$ cat src/sv/ibms_pkg.sv
// shared types, widths and codes for the interval best-match scorer
`timescale 1ns / 1ps
package ibms_pkg;

   // table geometry
   localparam int TABLE_DEPTH = 1024;
   localparam int IDX_W       = $clog2(TABLE_DEPTH);
   localparam int COUNT_W     = $clog2(TABLE_DEPTH + 1);

   // command queue between front and back
   localparam int QUEUE_DEPTH = 2;
   localparam int QPTR_W      = $clog2(QUEUE_DEPTH);
   localparam int QCNT_W      = $clog2(QUEUE_DEPTH + 1);

   // field widths
   localparam int OP_W    = 2;
   localparam int CHROM_W = 8;
   localparam int POS_W   = 32;
   localparam int SUM_W   = POS_W + 1;
   localparam int TAG_W   = 24;
   localparam int ZYG_W   = 4;
   localparam int TOL_W   = 24;
   localparam int INDEX_W = 10;
   localparam int SCORE_W = 6;

   // stream widths
   localparam int REQ_DATA_W = 104;
   localparam int RSP_DATA_W = 16;
   localparam int RSP_USER_W = 1;

   // op codes on the request side
   localparam logic [OP_W-1:0] OP_LOAD  = 2'd0;
   localparam logic [OP_W-1:0] OP_QUERY = 2'd1;
   localparam logic [OP_W-1:0] OP_CLEAR = 2'd2;

   // scoring constants
   localparam logic [15:0]        BO_PREFIX  = 16'h426F;
   localparam logic [SCORE_W-1:0] REL_EXACT  = 6'd4;
   localparam logic [SCORE_W-1:0] REL_COVRD  = 6'd3;
   localparam logic [SCORE_W-1:0] REL_COVER  = 6'd2;
   localparam logic [SCORE_W-1:0] REL_OVLP   = 6'd1;
   localparam logic [SCORE_W-1:0] BONUS_TAG  = 6'd20;
   localparam logic [SCORE_W-1:0] BONUS_ZYG  = 6'd10;

   typedef enum logic [1:0] {
      CMD_LOAD,
      CMD_QUERY,
      CMD_CLEAR
   } cmd_kind_type;

   // one interval with positions already in ascending order
   typedef struct packed {
      logic [CHROM_W-1:0] chrom;
      logic [POS_W-1:0]   lo;
      logic [POS_W-1:0]   hi;
      logic [TAG_W-1:0]   tag;
      logic [ZYG_W-1:0]   zyg;
   } entry_type;

   typedef struct packed {
      cmd_kind_type kind;
      entry_type    ent;
   } cmd_type;

   // queue head as seen by the back end
   typedef struct packed {
      logic    valid;
      cmd_type cmd;
   } queue_head_type;

   typedef enum logic [1:0] {
      ST_IDLE,
      ST_SCAN,
      ST_FINISH
   } back_state_type;

endpackage

$ cat src/sv/ibms_cmd_queue.sv
// short command queue between front end and back end
`timescale 1ns / 1ps
module ibms_cmd_queue (
   input  logic                     clock,
   input  logic                     reset,
   input  logic                     push,
   input  ibms_pkg::cmd_type        push_cmd,
   output logic                     ready,
   input  logic                     pop,
   output ibms_pkg::queue_head_type head
);

   ibms_pkg::cmd_type               slot_ff [ibms_pkg::QUEUE_DEPTH];
   logic [ibms_pkg::QPTR_W-1:0]     wr_ptr_ff, wr_ptr_in;
   logic [ibms_pkg::QPTR_W-1:0]     rd_ptr_ff, rd_ptr_in;
   logic [ibms_pkg::QCNT_W-1:0]     cnt_ff, cnt_in;
   logic                            do_push;
   logic                            do_pop;

   assign ready   = cnt_ff != ibms_pkg::QCNT_W'(ibms_pkg::QUEUE_DEPTH);
   assign do_push = push & ready;
   assign do_pop  = pop & (cnt_ff != '0);

   assign head.valid = cnt_ff != '0;
   assign head.cmd   = slot_ff[rd_ptr_ff];

   // pointer and fill count update
   always_comb begin
      wr_ptr_in = wr_ptr_ff;
      rd_ptr_in = rd_ptr_ff;
      cnt_in    = cnt_ff;
      if (do_push) begin
         wr_ptr_in = (wr_ptr_ff == ibms_pkg::QPTR_W'(ibms_pkg::QUEUE_DEPTH - 1)) ?
                     '0 : wr_ptr_ff + 1'b1;
      end
      if (do_pop) begin
         rd_ptr_in = (rd_ptr_ff == ibms_pkg::QPTR_W'(ibms_pkg::QUEUE_DEPTH - 1)) ?
                     '0 : rd_ptr_ff + 1'b1;
      end
      if (do_push && !do_pop) begin
         cnt_in = cnt_ff + 1'b1;
      end else if (do_pop && !do_push) begin
         cnt_in = cnt_ff - 1'b1;
      end
   end

   always_ff @(posedge clock) begin
      if (reset) begin
         wr_ptr_ff <= '0;
         rd_ptr_ff <= '0;
         cnt_ff    <= '0;
      end else begin
         wr_ptr_ff <= wr_ptr_in;
         rd_ptr_ff <= rd_ptr_in;
         cnt_ff    <= cnt_in;
      end
   end

   // slot storage
   always_ff @(posedge clock) begin
      if (do_push) begin
         slot_ff[wr_ptr_ff] <= push_cmd;
      end
   end

endmodule

$ cat config.mk
export PLATFORM = sky130hd
export DESIGN_NAME = ibms_cmd_queue
export DESIGN_NICKNAME = d
export VERILOG_FILES = /design/src/sv/ibms_pkg.sv /design/src/sv/ibms_cmd_queue.sv
export SDC_FILE = /design/constraint.sdc
export NUM_CORES = 1
export LEC_CHECK = 0
export ABC_CLOCK_PERIOD_IN_PS = 4200
export BUFFER_PORTS_ARGS = -buffer_cell sky130_fd_sc_hd__buf_2
export CORE_ASPECT_RATIO = 2
export CORE_UTILIZATION = 45
export CTS_CLUSTER_DIAMETER = 60
export CTS_CLUSTER_SIZE = 40
export DETAILED_ROUTE_END_ITERATION = 16
export PLACE_DENSITY = 0.7
export SYNTH_ARGS = -nofsm -noshare
export SYNTH_HDL_FRONTEND = slang
export SYNTH_SLANG_ARGS = --single-unit
$ cat constraint.sdc
create_clock -name clock -period 4.2 [get_ports clock]
set_clock_uncertainty 0.1 [all_clocks]
set_input_delay 0.63 -clock clock [delete_from_list [all_inputs] [get_ports clock]]
set_output_delay 0.63 -clock clock [all_outputs]
set_load 0.01 [all_outputs]
== Word level (Yosys, flattened, before mapping) ==
Memory sizes are Yosys's and may differ from the RTL's. A register that Yosys moved wholly into a read port is not among the register bits.
Index checks and enable logic that the tools add are counted.

* $add $sub $neg: 4
* Eq/ne operators: 1
* Mux-type cells: 8
* Bitwise gates (word level): 2
* Reductions and logical operators: 6

{| class="wikitable"
|+ Operator list
! operator !! count
|-
| $mux 1 || 6
|-
| $mux 2 || 2
|-
| $reduce_bool 2->1 || 2
|-
| $add 1x1->1 const B || 2
|-
| $add 2x1->2 const B || 1
|-
| $and 1x1->1 || 2
|-
| $logic_and 1x1->1 || 2
|-
| $logic_not 1->1 || 2
|-
| $ne 2x2->1 const B || 1
|-
| $sub 2x1->2 const B || 1
|}

* Register bits after elaboration: 4
* Bits in writable memories: 204
* Input port bits: 106
* Word-level logic and storage cells: 25
* Memories kept: 1

{| class="wikitable"
|+ Memory list
! name !! words !! bits a word !! rd ports !! clocked after Yosys merged registers in !! wr ports !! line !! RTL
|-
| slot_ff || 2 || 102 || 1 || 1 || 1 || ibms_cmd_queue.sv:13 || <nowiki>ibms_pkg::cmd_type slot_ff [ibms_pkg::QUEUE_DEPTH];</nowiki>
|}

== Logic depth before layout (Yosys ltp) ==
Gate-level depths: netlist (run 1).

* Depth after elaboration: 6
* Gate-level depth with buffers: 6
* Mapped depth without buffers: 6

== Worst setup path after synthesis (run 1) ==
No wires, ideal clock.

* Kind: reg2reg
* Start point: register cnt_ff[0] (netlist name)
* End point: memory slot_ff[1][0] (netlist name), enable pin
* Library setup time: 0.473 ns
* Data arrival time: 3.050 ns
* Data required time: 3.627 ns
* Slack: 0.577 ns
* Stages on the path, launching flop included: 3
* Period minus slack after synthesis: 3.623 ns
* Cell sequence: dfxtp_1 > nand2b_1 > and3_1

* Word-level cells in the longest chain between the ends: 4

{| class="wikitable"
|+ RTL lines
! element !! line !! RTL
|-
| start, declared || ibms_cmd_queue.sv:16 || <nowiki>logic [ibms_pkg::QCNT_W-1:0] cnt_ff, cnt_in;</nowiki>
|-
| start signal, assigned || ibms_cmd_queue.sv:55 || <nowiki>cnt_ff <= cnt_in;</nowiki>
|-
| $ne 2x2->1 || ibms_cmd_queue.sv:20 || <nowiki>assign ready = cnt_ff != ibms_pkg::QCNT_W'(ibms_pkg::QUEUE_DEPTH);</nowiki>
|-
| via ready || ibms_cmd_queue.sv:8 || <nowiki>output logic ready,</nowiki>
|-
| $and 1x1->1 || ibms_cmd_queue.sv:21 || <nowiki>assign do_push = push & ready;</nowiki>
|-
| $mux 1 || ibms_cmd_queue.sv:61 || <nowiki>if (do_push) begin</nowiki>
|-
| $mux 1 (not written as such) || ibms_cmd_queue.sv:62 || <nowiki>slot_ff[wr_ptr_ff] <= push_cmd;</nowiki>
|-
| end, declared || ibms_cmd_queue.sv:13 ||
|}

The timed path passes the listed nets, and every way through them passes these cells.

==> results of run 1 <==
==> worst max-delay path by stage <==
| stage | startpoint | end | slack, ns | depth (start not counted) |
|---|---|---|---|---|
| floorplan | cnt_ff[0] | slot_ff[1][0] | 0.58 | 2 |
| global placement | flip-flop | head[55] | 1.67 | 3 |
| detailed placement | flip-flop | head[56] | 1.66 | 3 |
| CTS | flip-flop | head[56] | 1.15 | 3 |
| global route | flip-flop | head[6] | 1.07 | 3 |
| finish | flip-flop | head[56] | 1.21 | 3 |
==> power breakdown <==
group,leakage [nW],internal [mW],total [mW],switching (mW)
Clock,0.143,0.483,1.06,0.580
Sequential,1.95,2.60,2.73,0.126
Combinational,1.28,0.609,1.26,0.653
Total,3.37,3.70,5.06,1.36
==> per-stage QoR <==
stage	setup WS [ns]	hold slack, ns	util
after floorplan	0.577	0.371	-
after global placement	1.67	0.389	0.539
after detailed placement	1.66	0.390	0.539
after CTS	1.15	0.229	0.557
after global routing	1.07	0.219	0.557
final	1.21	0.244	0.558
==> critical path, cell delays in order (launching register included) <==
cell,delay (ns)
dfxtp_4,0.76
buf_4,0.46
mux2_2,0.41
buf_2,0.15
==> cell usage after synthesis <==
cell type	n	area, um2
a21bo_2	1	10.0
a21oi_1	2	10.0
and2_1	1	6.26
and3_1	1	6.26
buf_2	2	10.0
buf_4	1	7.51
buf_6	8	90.1
dfxtp_1	5	100
edfxtp_1	204	6130
ha_1	1	12.5
inv_1	1	3.75
mux2_2	102	1150
nand2b_1	1	6.26
nand3b_1	1	7.51
nor2_1	3	11.3
o21ai_0	2	10.0
or2_2	1	6.26
or3_1	1	6.26
xor2_1	3	26.3
==> flip-flops by register name, indices dropped and copies added, names as in the netlist, named ones only <==
name	count
cnt_ff	2
slot_ff	204
rd_ptr_ff	1
wr_ptr_ff	1
==> layout make-up <==
cell class / count / area [um2]
Antenna cell: 5 / 12.5
Clock buffer: 10 / 239
Clock inverter: 3 / 51.3
Fill cell: 1359 / 7270
Inverter: 1 / 6.26
Multi-Input combinational cell: 120 / 1270
Sequential cell: 209 / 6230
Tap cell: 204 / 255
Timing Repair Buffer: 214 / 1100
==> routing by layer <==
metal | vias up | track usage | wire, um
met4 | 6 | 0.0763 | 478
li1 | 1775 | - | -
met2 | 134 | 0.321 | 8750
met5 | - | 0 | 37
met3 | 32 | 0.0323 | 783
met1 | 1881 | 0.157 | 4640
==> kinds of logic after synthesis <==
family | after synthesis | synth area share
AOI/OAI and AO/OA | 5 | 0.00395
and+or+nand+nor | 9 | 0.00658
adders and majority gates | 1 | 0.00165
buffers and inverters | 12 | 0.0146
xor gates and xnor gates | 3 | 0.00346
DFF | 209 | 0.819
muxes | 102 | 0.151
==> flow_summary.yaml, run 1 <==
status:
  status: "completed"
worst_setup_path:
  cp.arrival_ns: 2.26
  reg2reg_depth: 4
  worstPathRequired_ns: 3.47
  timing.rr.end: "slot_ff[0][69]"
  crit_type: "flip-flop to primary output"
  cp-end-kind: "primary output"
  path_max_fanout: 47
  startpoint_type: "flip-flop"
  r2r_slack_ns: 1.81
  r2r_start: "cnt_ff[0]"
finish:
  area_growth_pct: 20.5
  drive_gt1_frac: 0.600
  layout.cells.non_filler: 766
  final_area_um2: 9160
  layout_common_cells: "209 x buf_2, 204 x edfxtp_1, 102 x mux2_2"
  nets: 662
  final_common_cell: "buf_2"
floorplanning:
  die_h_um: 186
  die_area_um2: 17500
  ios: 210
  coreArea_um2: 16400
  initial_utilization: 0.463
  rows: 66
  die_w_um: 93.9
timing:
  finalSetupViolations: 0
  tightest_slew_ns: 1.01
  final-max-slew-violation-count: 0
  post-route-period-util: 0.712
  slew_headroom: 0.324
  rsz0062_at_grt: "false"
  fmax_ghz: 0.335
  fin_crit_ns: 2.99
  hold_violations: 0
  fin_tns_setup_ns: 0
clock_tree:
  cts_tree: "yes"
  root_buffer: "clkbuf_16"
  cts_buffers: 9
  h-tree-depth: 1
  postCtsSetupRepairBufs: 0
  cts.repair.resized: 0
  insertion_delay_ns: 0.46
  clkTransAtPathRegs_ns: 0.13
  clockBufferDepth: 3
  clock-sinks: 209
  holdBufCountCts: 0
routing:
  ant_nets: 0
  dr.pass1.iters: 4
  routed_wl_um: 14700
  avgViaCountPerCell: 5.00
  drc: 0
  initialDrtViolationCount: 153
  vias: 3828
  wl_per_cell_um: 19.2
logic_synthesis:
  yosys_warnings: 0
  syn_inst: 341
  ys_seq_area_frac: 0.819
  syn-cell-area_um2: 7600
  syn_area_per_cell_um2: 22.3
  synth_nets: 448
  synthDistinctLibCells: 19
  synth-seq-cells: 209
global_routing:
  grt_max_degree: 103
  grt_pass1_vias: 4019
  grt_pass1_wl_um: 21000
  grt_usage: 0.164
  antenna_found_initial: 7
  grt-ovfl-total: 0
placement:
  dp_hpwl_um: 10300
  placed_cell_area_um2: 8860
  port_buffers: 209
  dp_cells: 748
  place_congestion: 0.778
job:
  maxCapViolCount: 0
min_path:
  min_path_cells: 1
  min_to: "slot_ff[1][35]"
  hold_path.class: "input port to flip-flop"
  min_from: "push_cmd[35]"
power_and_ir_drop:
  peakVddDrop_mv: 0.537
  power.density_nw_per_um2: 552
  power.total_mw: 5.06
  leakagePower_nw: 3.37
Note: power is estimated with default switching activity, not from simulation.
==> run 2, diff against run 1 <==
ABC_CLOCK_PERIOD_IN_PS = 2900   (was 4200)
clock period = 2.9 ns   (was 4.2 ns; I/O delays follow)
==> run 2 against run 1 <==
Via count grew 0.24%. Global-route usage shrank 0.052 points. Critical path depth is the same. First-iteration DRC count grew 29%. Sequential power grew 44%. Clock-buffer cell count is the same. Clock power grew 51%. Flip-flop and latch count is the same. Critical endpoint is now head[83].
==> flow_summary.yaml, run 2 (synthesis gave the netlist of run 1 again) <==
status:
  status: "completed"
finish:
  regMostFlops: "slot_ff"
  ff_latch_area_um2: 6230
  final_util: 0.561
  area_growth_pct: 21.2
  top_regs: "slot_ff: 204 flops, cnt_ff: 2 flops"
  drive_gt1_frac: 0.598
  n_fill_cell: 1278
  final_common_cell: "buf_2"
  nets: 662
  layout_common_cells: "209 x buf_2, 204 x edfxtp_1, 102 x mux2_2"
  largest_register_ffs: 204
  multi_input_area_um2: 1270
timing:
  final-max-slew-violation-count: 0
  rsz0062_at_grt: "false"
  fin_crit_ns: 2.54
  post-route-period-util: 0.874
  hold_violations: 0
  tightest_slew_ns: 0.586
  setup_slack_ns: 0.364
  fin_tns_setup_ns: 0
  slew_headroom: 0.609
  fmax_ghz: 0.394
  finalSetupViolations: 0
clock_tree:
  cts_tree: "yes"
  h-tree-depth: 1
  postCtsSetupRepairBufs: 0
  root_buffer: "clkbuf_16"
  clock-sinks: 209
  cts_buffers: 9
  clockBufferDepth: 3
  insertion_delay_ns: 0.45
  clkTransAtPathRegs_ns: 0.13
  cts.repair.resized: 0
  holdBufCountCts: 0
global_routing:
  grt_pass1_wl_um: 20800
  antenna_found_initial: 5
  grt-ovfl-total: 0
  grt_usage: 0.163
  grt_pass1_vias: 4063
  grt_max_degree: 103
routing:
  routed_wl_um: 14500
  route.met3.wl_um: 827
  initialDrtViolationCount: 198
  wl_met1_um: 4510
  top_layer: "met5"
  drc: 0
  vias: 3837
  ant_nets: 0
  dr.pass1.iters: 4
  wl_met2_um: 8620
  wl_per_cell_um: 19.0
  avgViaCountPerCell: 5.02
worst_setup_path:
  r2r_start: "cnt_ff[0]"
  cp.arrival_ns: 2.00
  reg2reg_depth: 3
  crit_type: "flip-flop to primary output"
  timing.rr.end: "slot_ff[1][84]"
  path_max_fanout: 35
  cp-end-kind: "primary output"
  critPathSlowestCell: "dfxtp_4"
  worstPathRequired_ns: 2.37
  critPathMaxStageDelay_ns: 0.67
  r2r_slack_ns: 0.90
  path_cells: "buf_12 > mux2_2 > buf_2"
  startpoint_type: "flip-flop"
job:
  maxCapViolCount: 0
min_path:
  min_path_cells: 1
  min_to: "slot_ff[1][52]"
  min_from: "push_cmd[52]"
  hold_path.class: "input port to flip-flop"
floorplanning:
  ios: 210
  die_h_um: 186
  rows: 66
  die_area_um2: 17500
  coreArea_um2: 16400
  initial_utilization: 0.463
  die_w_um: 93.9
power_and_ir_drop:
  power.density_nw_per_um2: 807
  peakVddDrop_mv: 0.902
  leakagePower_nw: 3.38
placement:
  dp_worst_setup_slack_ns: 0.867
  dp_hpwl_um: 10300
  place_congestion: 0.771
  port_buffers: 209
run 2: worst max-delay path by stage:
stage,endpoint,depth (start not counted)
CTS,head[47],3
global placement,head[47],3
detailed placement,head[47],3
floorplan,slot_ff[0][0],3
finish,head[83],3
global route,head[47],3
run 2: area by class of cell:
class / count / share of cell area
timing repair buffer: 214 / 0.124
sequential: 209 / 0.676
clock inverter: 3 / 0.00747
clock buffer: 10 / 0.0248
tap: 204 / 0.0277
inverter: 1 / 0.000815
antenna: 3 / 0.000815
multi-input combinational: 120 / 0.138
run 2: stage by stage:
stage | area [um2] | cells | hold WS [ns] | total power, mW
after global routing | 9210 | 762 | 0.0165 | 7.75
final | 9220 | 764 | 0.0395 | 7.43
after global placement | 8910 | 748 | 0.388 | 5.90
after floorplan | 7610 | 341 | 0.371 | 5.20
after CTS | 9210 | 761 | 0.0258 | 7.53
after detailed placement | 8910 | 748 | 0.411 | 5.95
run 2: metal layers:
| layer | vias up | track usage |
|---|---|---|
| li1 | 1774 | - |
| met1 | 1900 | 0.144 |
| met2 | 124 | 0.326 |
| met3 | 35 | 0.0392 |
| met4 | 4 | 0.0806 |
| met5 | - | 0 |
run 2: worst max-delay path, delay by kind of cell (launching register included):
family	cells	cell delay (ns)
flip-flops	1	0.67
buffers and inverters	2	0.43
multiplexers	1	0.39
run 2: power breakdown:
| group | internal, mW | switching (mW) | total, mW |
|---|---|---|---|
| Clock | 0.761 | 0.835 | 1.60 |
| Sequential | 3.77 | 0.154 | 3.92 |
| Combinational | 0.921 | 0.995 | 1.92 |
| Total | 5.45 | 1.98 | 7.43 |
