`src/sv/ibms_pkg.sv`:
```
// shared types, widths and codes for the interval best-match scorer
`timescale 1ns / 1ps
package ibms_pkg;

   // table geometry
   localparam int TABLE_DEPTH = 1024;
   localparam int IDX_W       = $clog2(TABLE_DEPTH);
   localparam int COUNT_W     = $clog2(TABLE_DEPTH + 1);

   // command queue between front and back
   localparam int QUEUE_DEPTH = 2;
   localparam int QPTR_W      = $clog2(QUEUE_DEPTH);
   localparam int QCNT_W      = $clog2(QUEUE_DEPTH + 1);

   // field widths
   localparam int OP_W    = 2;
   localparam int CHROM_W = 8;
   localparam int POS_W   = 32;
   localparam int SUM_W   = POS_W + 1;
   localparam int TAG_W   = 24;
   localparam int ZYG_W   = 4;
   localparam int TOL_W   = 24;
   localparam int INDEX_W = 10;
   localparam int SCORE_W = 6;

   // stream widths
   localparam int REQ_DATA_W = 104;
   localparam int RSP_DATA_W = 16;
   localparam int RSP_USER_W = 1;

   // op codes on the request side
   localparam logic [OP_W-1:0] OP_LOAD  = 2'd0;
   localparam logic [OP_W-1:0] OP_QUERY = 2'd1;
   localparam logic [OP_W-1:0] OP_CLEAR = 2'd2;

   // scoring constants
   localparam logic [15:0]        BO_PREFIX  = 16'h426F;
   localparam logic [SCORE_W-1:0] REL_EXACT  = 6'd4;
   localparam logic [SCORE_W-1:0] REL_COVRD  = 6'd3;
   localparam logic [SCORE_W-1:0] REL_COVER  = 6'd2;
   localparam logic [SCORE_W-1:0] REL_OVLP   = 6'd1;
   localparam logic [SCORE_W-1:0] BONUS_TAG  = 6'd20;
   localparam logic [SCORE_W-1:0] BONUS_ZYG  = 6'd10;

   typedef enum logic [1:0] {
      CMD_LOAD,
      CMD_QUERY,
      CMD_CLEAR
   } cmd_kind_type;

   // one interval with positions already in ascending order
   typedef struct packed {
      logic [CHROM_W-1:0] chrom;
      logic [POS_W-1:0]   lo;
      logic [POS_W-1:0]   hi;
      logic [TAG_W-1:0]   tag;
      logic [ZYG_W-1:0]   zyg;
   } entry_type;

   typedef struct packed {
      cmd_kind_type kind;
      entry_type    ent;
   } cmd_type;

   // queue head as seen by the back end
   typedef struct packed {
      logic    valid;
      cmd_type cmd;
   } queue_head_type;

   typedef enum logic [1:0] {
      ST_IDLE,
      ST_SCAN,
      ST_FINISH
   } back_state_type;

endpackage

```
`src/sv/ibms_front.sv`:
```
// front end: unpacks request items, orders positions and classifies the op
`timescale 1ns / 1ps
module ibms_front (
   input  logic                             req_tvalid,
   output logic                             req_tready,
   input  logic [ibms_pkg::REQ_DATA_W-1:0]  req_tdata,
   input  logic [ibms_pkg::OP_W-1:0]        req_tuser,
   input  logic                             q_ready,
   output logic                             q_push,
   output ibms_pkg::cmd_type                q_cmd
);

   logic [ibms_pkg::CHROM_W-1:0] chrom;
   logic [ibms_pkg::POS_W-1:0]   pos_a;
   logic [ibms_pkg::POS_W-1:0]   pos_b;
   logic [ibms_pkg::TAG_W-1:0]   tag;
   logic [ibms_pkg::ZYG_W-1:0]   zyg;
   logic                         op_known;
   logic                         swap;

   // unpack fields from the lowest bit up
   assign chrom = req_tdata[7:0];
   assign pos_a = req_tdata[39:8];
   assign pos_b = req_tdata[71:40];
   assign tag   = req_tdata[95:72];
   assign zyg   = req_tdata[99:96];

   // put each interval in ascending order once, on the way in
   assign swap = pos_a > pos_b;

   always_comb begin
      q_cmd.ent.chrom = chrom;
      q_cmd.ent.lo    = swap ? pos_b : pos_a;
      q_cmd.ent.hi    = swap ? pos_a : pos_b;
      q_cmd.ent.tag   = tag;
      q_cmd.ent.zyg   = zyg;
      q_cmd.kind      = ibms_pkg::CMD_LOAD;
      op_known        = 1'b1;
      // op decode, unknown op is accepted and dropped
      unique case (req_tuser)
         ibms_pkg::OP_LOAD:  q_cmd.kind = ibms_pkg::CMD_LOAD;
         ibms_pkg::OP_QUERY: q_cmd.kind = ibms_pkg::CMD_QUERY;
         ibms_pkg::OP_CLEAR: q_cmd.kind = ibms_pkg::CMD_CLEAR;
         default:            op_known   = 1'b0;
      endcase
   end

   assign req_tready = q_ready;
   assign q_push     = req_tvalid & q_ready & op_known;

endmodule

```
`config.mk`:
```
export PLATFORM = sky130hd
export DESIGN_NAME = ibms_front
export DESIGN_NICKNAME = d
export VERILOG_FILES = /design/src/sv/ibms_pkg.sv /design/src/sv/ibms_front.sv
export SDC_FILE = /design/constraint.sdc
export NUM_CORES = 1
export LEC_CHECK = 0
export BUFFER_PORTS_ARGS = -buffer_cell sky130_fd_sc_hd__buf_4
export CORE_AREA = 2 2 83 85
export DETAILED_ROUTE_END_ITERATION = 6
export DIE_AREA = 0 0 85 87
export PLACE_DENSITY = 0.74
export REMOVE_ABC_BUFFERS = 1
export SYNTH_ARGS = -nofsm -noshare
export SYNTH_HDL_FRONTEND = slang
export SYNTH_SLANG_ARGS = --single-unit
export TNS_END_PERCENT = 100
```
`constraint.sdc`:
```
create_clock -name vclk -period 2.7
set_input_delay 0.405 -clock vclk [all_inputs]
set_output_delay 0.405 -clock vclk [all_outputs]
set_load 0.05 [all_outputs]
```
# Word-level counts from Yosys, hierarchy flattened
# Cells that the tools add are included.
# totals
regBits	0
inputBits	108
out_inout_bits	104
# classes
order_cmp	1
eq_ne	2
n_mux	4
n_bitwise	2
reduce_logical	2
# ops
op	count
$mux 32	2
$gt 32x32->1	1
$pmux 2 s2	1
$reduce_or 3->1	1
$and 1x1->1	2
$eq 2x1->1 const B	1
$eq 2x2->1 const B	1
$logic_not 2->1	1
$mux 1	1

# Logic depth before layout (Yosys ltp)
# Gate-level depths: netlist (run 1).
# logic_depth
word_depth	4
depth_mapped	9
depth_no_buf	8

# Least setup slack after synthesis (run 1)
# Ideal clock, no wire load.
# synth_path
kind	input port to output port
start	input req_tdata[49] in the netlist's numbering
end	output q_cmd[52] in the netlist's numbering
arrival_time_ps	2537
path_slack_ps	-242
stages	9
n_path_buf	1
path_cell_list	inv_1 -> ha_1 -> a21o_1 -> nand3_1 -> a21oi_1 -> or4_4 -> a22oi_4 -> buf_6 -> mux2_1
# synth_lines
element	line	source
start, declared	ibms_front.sv:6	input logic [ibms_pkg::REQ_DATA_W-1:0] req_tdata,
end, declared	ibms_front.sv:10	output ibms_pkg::cmd_type q_cmd

==> results_dict.tcl, run 1 <==
set metrics [dict create \
    ir_worst_vdd_v 0.000198 \
    core_region_area_mm2 0.00657 \
    max-cap-violations 0 \
    final_slew_viol_count 0 \
    critPathRequiredTime_ns 2.30 \
    synth_largest_area_cell "sky130_fd_sc_hd__mux2_2" \
    ff_latch_area_um2 0 \
    maxSlewHeadroom 0.816 \
    grt_setup_unrepaired "true" \
    grt_util_all_layers 0.193 \
    via_count 2216 \
    placementRows 30 \
    sequential_cell_total 0 \
    remaining_drc_errors 0 \
    min_period_over_period 1.14 \
    timing.final.hold_violations 0 \
    floorplan.initialDensity 0.296 \
    crit_buf_inv 7 \
    worstPathMaxFanout 5 \
    critical-path-top-delay-family "buffers and inverters" \
    hold-worst-slack_ns 0.810 \
    grt_max_degree 29 \
    grt_pass1_vias 2336 \
    ys_seq_area_frac 0 \
    power.density_mw_per_mm2 354 \
    detail-route-antenna-nets 0 \
    boundaryPins 212 \
    outcome "finished with violations" \
    netlist-cell-type-count 24 \
    endpoint_kind "output port" \
    wire_length_of_the_first_global_routing_pass_um 11400 \
    diodes 0 \
    synth.top_cells.by_area "sky130_fd_sc_hd__mux2_2 28%, sky130_fd_sc_hd__ha_1 21%, sky130_fd_sc_hd__buf_4 14%" \
    post-route-min-period_ns 3.07 \
    clkbuf_count 0 \
    detailedPlacementHpwl_um 5800 \
    area.growth.synth_to_final_pct 102 \
    critPathArrivalTime_ns 2.67 \
    drt-initial-drc-count 36 \
    finalNonFillerCells 445 \
    antenna_found_initial 0 \
    drive_above_1_share 0.770 \
    failed_checks "negative setup slack" \
    synth_top_area_share 0.284 \
    synth_area_per_inst_um2 8.69 \
    die_w_um 85 \
    timing_worst_setup_path_type "in2out" \
    worst_path_largest_cell_delay_ns 0.53 \
    crit_slowest_cell "sky130_fd_sc_hd__or4_4" \
    placed_cells_incl_taps 435 \
    worst_setup_path_start_kind "primary input" \
    io_buffers 136 \
    path_cells "buf_4, inv_1, ha_4, nand4_1, buf_4, a211oi_1, or4_4, a22oi_4, buf_12, buf_8, clkbuf_16, mux2_4, buf_8" \
    post_dr_vias_cell 4.98 \
    fin_ws_ns -0.375 \
    finish.utilization 0.599 \
    route.detailed.wl_per_inst_um 18.6 \
    finalNetCount 507 \
    place_congestion 0.781 \
    detailed_place.area_mm2 0.00303 \
    ctsHoldBuffers 0 \
    stdcell_area_mm2 0.00393 \
    multiInputGateArea_mm2 0.00183 \
    drt_wl_total_um 8260 \
    final.fill_count 548 \
    final-setup-viol-count 64 \
    die_h_um 87 \
    max_clock_freq_mhz 325 \
    p_leak_nw 2.05 \
    grt.overflow.total 0 \
    worst-slew-pin-transition_ns 0.274 \
    total_power_w 0.00139 \
    drtPass1Iterations 4 \
    hold_class "in2out" \
    ys_warn_count 0 \
    synth_area_mm2 0.00195 \
    die_area_mm2 0.00740 \
    synth_cells 224 \
]
==> placed cells by master, fill, tap and decap left out <==
cell and n:
sky130_fd_sc_hd__a211oi_1 1, sky130_fd_sc_hd__a21boi_1 1, sky130_fd_sc_hd__a21boi_4 1, sky130_fd_sc_hd__a21o_1 2, sky130_fd_sc_hd__a21oi_1 14, sky130_fd_sc_hd__a21oi_2 2, sky130_fd_sc_hd__a22oi_4 1, sky130_fd_sc_hd__and4_1 1
sky130_fd_sc_hd__buf_12 2, sky130_fd_sc_hd__buf_16 5, sky130_fd_sc_hd__buf_4 102, sky130_fd_sc_hd__buf_6 57, sky130_fd_sc_hd__buf_8 16, sky130_fd_sc_hd__clkbuf_16 2, sky130_fd_sc_hd__ha_1 18, sky130_fd_sc_hd__ha_4 14
sky130_fd_sc_hd__inv_1 22, sky130_fd_sc_hd__inv_2 8, sky130_fd_sc_hd__inv_4 2, sky130_fd_sc_hd__mux2_2 18, sky130_fd_sc_hd__mux2_4 46, sky130_fd_sc_hd__nand2_1 6, sky130_fd_sc_hd__nand3_1 2, sky130_fd_sc_hd__nand3_4 1
sky130_fd_sc_hd__nand4_1 7, sky130_fd_sc_hd__nor2b_1 3, sky130_fd_sc_hd__nor3_1 1, sky130_fd_sc_hd__nor3_2 1, sky130_fd_sc_hd__nor4_2 1, sky130_fd_sc_hd__o211ai_1 1, sky130_fd_sc_hd__o21a_1 1, sky130_fd_sc_hd__o21ai_0 3
sky130_fd_sc_hd__o21ai_1 1, sky130_fd_sc_hd__o221a_2 1, sky130_fd_sc_hd__or4_4 1
==> per-stage QoR <==
step	setup TNS, ns	setup slack [ns]
3_5_place_dp	-28.45	-0.469
6_report	-21.37	-0.375
4_1_cts	-21.57	-0.374
2_1_floorplan	-61.19	-1.01
3_3_place_gp	-24.96	-0.412
5_1_grt	-26.47	-0.453
==> cell type report <==
| cell class | count | area share |
|---|---|---|
| inverters | 32 | 0.0318 |
| well taps | 80 | 0.0254 |
| multi-input cells | 149 | 0.466 |
| repair buffers | 184 | 0.477 |
==> metal layers <==
layer  part of all wire  GRT usage  up-vias  wire length, um
met5             0.0050     0.0699        -               41
met4              0.014     0.0289        2              115
met3               0.13      0.100       14             1110
met2               0.48      0.326      160             3980
met1               0.36      0.217      992             3000
li1                   -          -     1048                -
==> cell usage after synthesis, drive strengths merged (2+ instances only) <==
cell and number:
a21boi 2, a21o 2, a21oi 16, buf 43, ha 32, inv 32
mux2 64, nand2 6, nand3 3, nand4 7, nor2b 3, nor3 2
o21ai 4
==> final timing paths <==
kind | start | end | slack (ns) | depth (start not counted)
worst min-delay path | req_tdata[80] | q_cmd[12] | 0.81 | 0
worst max-delay path | req_tdata[48] | q_cmd[85] | -0.37 | 13
==> cells by family after synthesis <==
| family | count (synthesis) | share of synthesized area |
|---|---|---|
| AO/OA/AOI/OAI | 29 | 0.0952 |
| adder cells (fa/ha/maj) | 32 | 0.206 |
| buffers and inverters | 75 | 0.239 |
| multiplexers | 64 | 0.390 |
| AND/OR/NAND/NOR | 24 | 0.0701 |
==> report_power, final <==
| part | switching [W] | leakage (nW) | internal, W |
|---|---|---|---|
| Clock | 0 | 0 | 0 |
| Sequential | 0 | 0 | 0 |
| Combinational | 0.000734 | 2.05 | 0.000660 |
==> repair_timing <==
action | CTS | global route
hold endpoints to repair | 0 | 0
endpoints found under the setup margin | 64 | 64
setup buffers | 5 | 0
gates resized for setup | 130 | 37
pin swaps | 1 | 1
cloned | 3 | 2
Note: power is estimated with default switching activity, not from simulation.
==> run 2: changes to the inputs <==
--- a/config.mk
+++ b/config.mk
@@ -11,6 +11,7 @@
 export DIE_AREA = 0 0 85 87
 export PLACE_DENSITY = 0.74
 export REMOVE_ABC_BUFFERS = 1
+export SLEW_MARGIN = 20
 export SYNTH_ARGS = -nofsm -noshare
 export SYNTH_HDL_FRONTEND = slang
 export SYNTH_SLANG_ARGS = --single-unit
==> constraint.sdc (replaced) <==
create_clock -name vclk -period 2.7
set_input_delay 0.54 -clock vclk [all_inputs]
set_output_delay 0.54 -clock vclk [all_outputs]
set_load 0.05 [all_outputs]
==> run 2 against run 1 <==
  * The run still ends with negative setup slack left
  * Total power up 14%
  * Global-route usage is 2.7 points higher
  * Design area grew 9.2%
  * Worst setup slack got worse by 0.30 ns
  * Wire length up 12%
  * Final cell count up 1.8%
  * Utilization up 5.5 points
  * Combinational power grew 14%
  * Maximum frequency is 9.0% lower
  * Worst hold slack better by 0.27 ns
  * Critical path depth stayed put
  * Largest cell class unchanged
==> results_dict.tcl, run 2 (same netlist as run 1, synthesis figures left out) <==
set metrics [dict create \
    finalNetCount 515 \
    critical-path-top-delay-family "buffers and inverters" \
    post-route-min-period_ns 3.38 \
    post_dr_vias_cell 5.08 \
    worst_setup_path_start_kind "primary input" \
    max-cap-violations 0 \
    ir_worst_vdd_v 0.000219 \
    hold_class "in2out" \
    drt_wl_total_um 9230 \
    die_w_um 85 \
    detailedPlacementHpwl_um 5850 \
    tns_ns -40.17 \
    failed_checks "negative setup slack" \
    critPathArrivalTime_ns 2.84 \
    max_clock_freq_mhz 296 \
    final.fill_count 469 \
    floorplan.initialDensity 0.296 \
    final_slew_viol_count 0 \
    die_h_um 87 \
    wire_length_of_the_first_global_routing_pass_um 12800 \
    io_buffers 136 \
    drtPass1Iterations 4 \
    die_area_mm2 0.00740 \
    worstPathMaxFanout 6 \
    boundaryPins 212 \
    path_cells "buf_8, inv_4, ha_4, nand4_1, buf_4, a21oi_2, or4_4, a22oi_4, buf_12, buf_12, clkbuf_16, mux2_4, buf_8" \
    via_count 2301 \
    place_congestion 0.790 \
    top_layer "met5" \
    min_period_over_period 1.25 \
    finish.utilization 0.654 \
    area.growth.synth_to_final_pct 121 \
    diodes 0 \
    power.density_mw_per_mm2 369 \
    endpoint_kind "output port" \
    detail-route-antenna-nets 0 \
    worstHoldStart "req_tdata[80]" \
    fin_ws_ns -0.677 \
    maxSlewHeadroom 0.811 \
    p_leak_nw 2.26 \
    multiInputGateArea_mm2 0.00189 \
    route.detailed.wl_per_inst_um 20.4 \
    crit_slowest_cell "sky130_fd_sc_hd__or4_4" \
    route.met3.wl_um 1110 \
    worst-slew-pin-transition_ns 0.280 \
    grt_setup_unrepaired "true" \
    most-common-layout-cells "107 x sky130_fd_sc_hd__buf_4, 64 x sky130_fd_sc_hd__mux2_4, 53 x sky130_fd_sc_hd__buf_8" \
    grt_util_all_layers 0.220 \
    placementRows 30 \
    met2_length_um 4740 \
    timing.final.hold_violations 0 \
    startpoint_of_the_most_critical_setup_path "req_tdata[53]" \
    drive_above_1_share 0.780 \
    wl_met1_um 3170 \
    outcome "finished with violations" \
    sequential_cell_total 0 \
    hold_depth 0 \
    grt_pass1_vias 2473 \
    crit_buf_inv 7 \
    timing_worst_setup_path_type "in2out" \
    hold-worst-slack_ns 1.08 \
    ff_latch_area_um2 0 \
    critPathRequiredTime_ns 2.16 \
    grt_max_degree 10 \
    core_region_area_mm2 0.00657 \
    layout_commonest_cell "sky130_fd_sc_hd__buf_4" \
    clkbuf_count 0 \
    remaining_drc_errors 0 \
    cp_num_cells 13 \
    drt-initial-drc-count 31 \
    antenna_found_initial 0 \
    final-setup-viol-count 64 \
    worst_path_largest_cell_delay_ns 0.55 \
    grt.overflow.total 0 \
]
==> run 2: per-layer routing <==
| layer | GRT usage | vias to the layer above |
|---|---|---|
| li1 | - | 1059 |
| met4 | 0.0274 | 2 |
| met3 | 0.101 | 17 |
| met2 | 0.405 | 157 |
| met1 | 0.232 | 1066 |
| met5 | 0.0699 | - |
==> run 2: worst paths after layout <==
| check | endpoint |
|---|---|
| worst max-delay path | q_cmd[91] |
| worst min-delay path | q_cmd[12] |
==> run 2: power by group <==
group	switching (W)	total [W]	internal, W
sequential	0	0	0
clock	0	0	0
combinational	0.000789	0.00159	0.000797
total	0.000789	0.00159	0.000797
==> run 2: repair_timing <==
action	4_1_cts	5_1_grt
cloned	9	1
setup buffers	8	1
setup endpoints to repair	64	64
hold buffers	0	0
pin swaps	8	6
resized for setup	166	60
endpoints found under the hold margin	0	0
==> run 2: per-stage QoR <==
step / total power [W] / instances / setup slack [ns] / cell area [um^2]
finish: 0.00159 / 453 / -0.677 / 4290
global route: 0.00165 / 453 / -0.735 / 4290
CTS: 0.00148 / 452 / -0.681 / 4040
detailed placement: 0.00107 / 435 / -0.730 / 3030
global placement: 0.00106 / 435 / -0.722 / 3030
floorplan: 0.000704 / 181 / -1.28 / 1600
==> run 2: cell type report <==
| type | instances | area share |
|---|---|---|
| Inverter | 32 | 0.0309 |
| Multi-Input combinational cell | 149 | 0.440 |
| Tap cell | 80 | 0.0233 |
| Timing Repair Buffer | 192 | 0.506 |
==> run 3: changes to the inputs <==
--- a/config.mk
+++ b/config.mk
@@ -5,11 +5,13 @@
 export SDC_FILE = /design/constraint.sdc
 export NUM_CORES = 1
 export LEC_CHECK = 0
+export ABC_AREA = 1
 export BUFFER_PORTS_ARGS = -buffer_cell sky130_fd_sc_hd__buf_4
-export CORE_AREA = 2 2 83 85
+export CORE_ASPECT_RATIO = 1.75
+export CORE_MARGIN = 2
+export CORE_UTILIZATION = 34
 export DETAILED_ROUTE_END_ITERATION = 6
-export DIE_AREA = 0 0 85 87
-export PLACE_DENSITY = 0.74
+export PLACE_DENSITY_LB_ADDON = 0.2
 export REMOVE_ABC_BUFFERS = 1
 export SLEW_MARGIN = 20
 export SYNTH_ARGS = -nofsm -noshare
==> run 3 against run 2 <==
  * The flow still finishes with violations (negative setup slack)
  * Via count rose by 40%
  * Sequential share of layout area did not move
  * Critical path depth rose by 4
  * Design area rose by 13%
  * Wire length rose by 30%
  * Non-clock buffer count rose by 13
  * Worst setup slack improved by 0.55 ns
  * Synthesized cell count rose by 78%
  * Critical path type unchanged
  * Largest cell class is now multi-input gates
  * Largest power group unchanged
==> results_dict.tcl, run 3 <==
set metrics [dict create \
    post-route-min-period_ns 2.83 \
    io_buffers 136 \
    final-setup-viol-count 64 \
    die_w_um 63.7 \
    synth_top_area_share 0.294 \
    grt.overflow.total 0 \
    final.fill_count 396 \
    grt_max_degree 49 \
    switching_share 0.568 \
    crit_buf_inv 5 \
    clkbuf_count 0 \
    yosys-top-cells-count "166 x sky130_fd_sc_hd__nand2_1, 66 x sky130_fd_sc_hd__nand3_1, 41 x sky130_fd_sc_hd__inv_1" \
    boundaryPins 212 \
    max_clock_freq_mhz 354 \
    worst-slew-pin-transition_ns 0.227 \
    worstPathMaxFanout 7 \
    endpoint_kind "output port" \
    worstHoldStart "req_tdata[90]" \
    path_cells "buf_6, inv_4, ha_4, nand2_2, nand2_2, nand2_2, nand2_2, nand2_2, nand3_2, a21oi_4, nand2_4, nand2_8, buf_12, clkbuf_16, nand2_1, nand2_1, buf_6" \
    die_area_mm2 0.00691 \
    ys_seq_area_frac 0 \
    synth_largest_area_cell "sky130_fd_sc_hd__nand2_1" \
    timing_worst_setup_path_type "in2out" \
    diodes 0 \
    min_period_over_period 1.05 \
    max-cap-violations 0 \
    outcome "finished with violations" \
    crit_slowest_cell "sky130_fd_sc_hd__ha_4" \
    clockPowerShare 0 \
    wire_length_of_the_first_global_routing_pass_um 15700 \
    grt_util_all_layers 0.297 \
    floorplan.initialDensity 0.346 \
    ctsHoldBuffers 0 \
    worst_hold_path.endpoint "q_cmd[22]" \
    via_count 3230 \
    detail-route-antenna-nets 0 \
    p_leak_nw 2.54 \
    detailed_place.area_mm2 0.00325 \
    power_frac_seq 0 \
    sequential_cell_total 0 \
    grt_pass1_vias 2949 \
    place_congestion 0.816 \
    synth_cells 399 \
    post_dr_vias_cell 5.15 \
    critical-path-top-delay-family "simple AND/OR/NAND/NOR gates" \
    synth.top_cells.by_area "sky130_fd_sc_hd__nand2_1 29%, sky130_fd_sc_hd__ha_1 19%, sky130_fd_sc_hd__nand3_1 16%" \
    timing.final.hold_violations 0 \
    tns_ns -5.61 \
    placementRows 38 \
    stdcell_area_mm2 0.00486 \
    final_slew_viol_count 0 \
    finalNetCount 689 \
    ys_warn_count 0 \
    critPathRequiredTime_ns 2.16 \
    worst_setup_path_start_kind "primary input" \
    most-common-layout-cells "104 x sky130_fd_sc_hd__buf_4, 79 x sky130_fd_sc_hd__nand2_1, 62 x sky130_fd_sc_hd__nand3_1" \
    antenna_found_initial 0 \
    dp_worst_setup_slack_ns -0.163 \
    hold_depth 0 \
    ir_worst_vdd_v 0.000281 \
    remaining_drc_errors 0 \
    layout_commonest_cell "sky130_fd_sc_hd__buf_4" \
    power.density_mw_per_mm2 367 \
    finish.utilization 0.793 \
    drt-initial-drc-count 120 \
    comb_power_share 1.000 \
    fin_ws_ns -0.126 \
    hold_class "in2out" \
    total_switching_power_w 0.00101 \
    drt_wl_total_um 12000 \
    drtPass1Iterations 4 \
    die_h_um 109 \
    synth_area_mm2 0.00212 \
    power.internal_w 0.000771 \
    grt_setup_unrepaired "true" \
    core_region_area_mm2 0.00613 \
    netlist-cell-type-count 17 \
    maxSlewHeadroom 0.848 \
    timing.critical_path.mode_cell "sky130_fd_sc_hd__nand2_2" \
    failed_checks "negative setup slack" \
    synth_area_per_inst_um2 5.32 \
    post-synth-top-count-cell "sky130_fd_sc_hd__nand2_1" \
    area.growth.synth_to_final_pct 129 \
    route.detailed.wl_per_inst_um 19.2 \
    critPathArrivalTime_ns 2.29 \
    ff_latch_area_um2 0 \
    total_power_w 0.00178 \
    drive_above_1_share 0.671 \
    detailedPlacementHpwl_um 8310 \
    worst_path_largest_cell_delay_ns 0.19 \
]
run 3: changes by cell type after synthesis, sizes merged, moves of 3 or more:
cell / delta
mux2: -64
nor2b: -3
nand2: +162
inv: +9
nand4: -5
nand3: +63
nor2: +14
buf: +14
run 3: cells by family after synthesis:
group           after synthesis  synth area share
simple gates                250             0.491
buf+inv                      99             0.276
fa+ha+maj                    32             0.189
compound gates               18            0.0448
run 3: how the worst max path moves through the flow:
| stage | slack [ns] | cells after the start | startpoint | end |
|---|---|---|---|---|
| final | -0.13 | 17 | req_tdata[57] | q_cmd[82] |
| after global routing | -0.21 | 15 | req_tdata[61] | q_cmd[82] |
| after CTS | -0.06 | 17 | req_tdata[45] | q_cmd[87] |
| after detailed placement | -0.16 | 15 | req_tdata[47] | q_cmd[59] |
| after global placement | -0.12 | 14 | req_tdata[15] | q_cmd[45] |
| after floorplan | -1.15 | 10 | req_tdata[71] | q_cmd[28] |
run 3: timing repair:
| action | 4_1_cts | 5_1_grt |
|---|---|---|
| endpoints found under the hold margin | 0 | 0 |
| gates cloned | 3 | 6 |
| setup buffers | 6 | 3 |
| pin swaps | 36 | 26 |
| setup endpoints to repair | 64 | 64 |
| gates resized for setup | 206 | 123 |
run 3: area by class of cell:
type / count / area [um^2] / area share
multi-input combinational: 300 / 2360 / 0.485
inverter: 42 / 173 / 0.0355
tap: 80 / 100 / 0.0206
timing repair buffer: 205 / 2230 / 0.459
run 3: power by group through the flow:
| stage | clock network, W | logic [W] | registers [W] |
|---|---|---|---|
| after floorplan | 0 | 0.000752 | 0 |
| after global placement | 0 | 0.00121 | 0 |
| after detailed placement | 0 | 0.00122 | 0 |
| after CTS | 0 | 0.00155 | 0 |
| after global routing | 0 | 0.00186 | 0 |
| final | 0 | 0.00178 | 0 |
run 3: per-layer routing:
layer,part of all wire,wire (um),global-route usage
met1,0.27,3240,0.224
met2,0.54,6530,0.581
met3,0.13,1570,0.175
met4,0.057,681,0.132
met5,0,0,0
run 3: stage by stage:
stage | instances | hold WS, ns
after global placement | 609 | 1.08
after CTS | 618 | 1.08
after floorplan | 342 | 1.08
final | 627 | 1.08
after global routing | 627 | 1.08
after detailed placement | 609 | 1.08
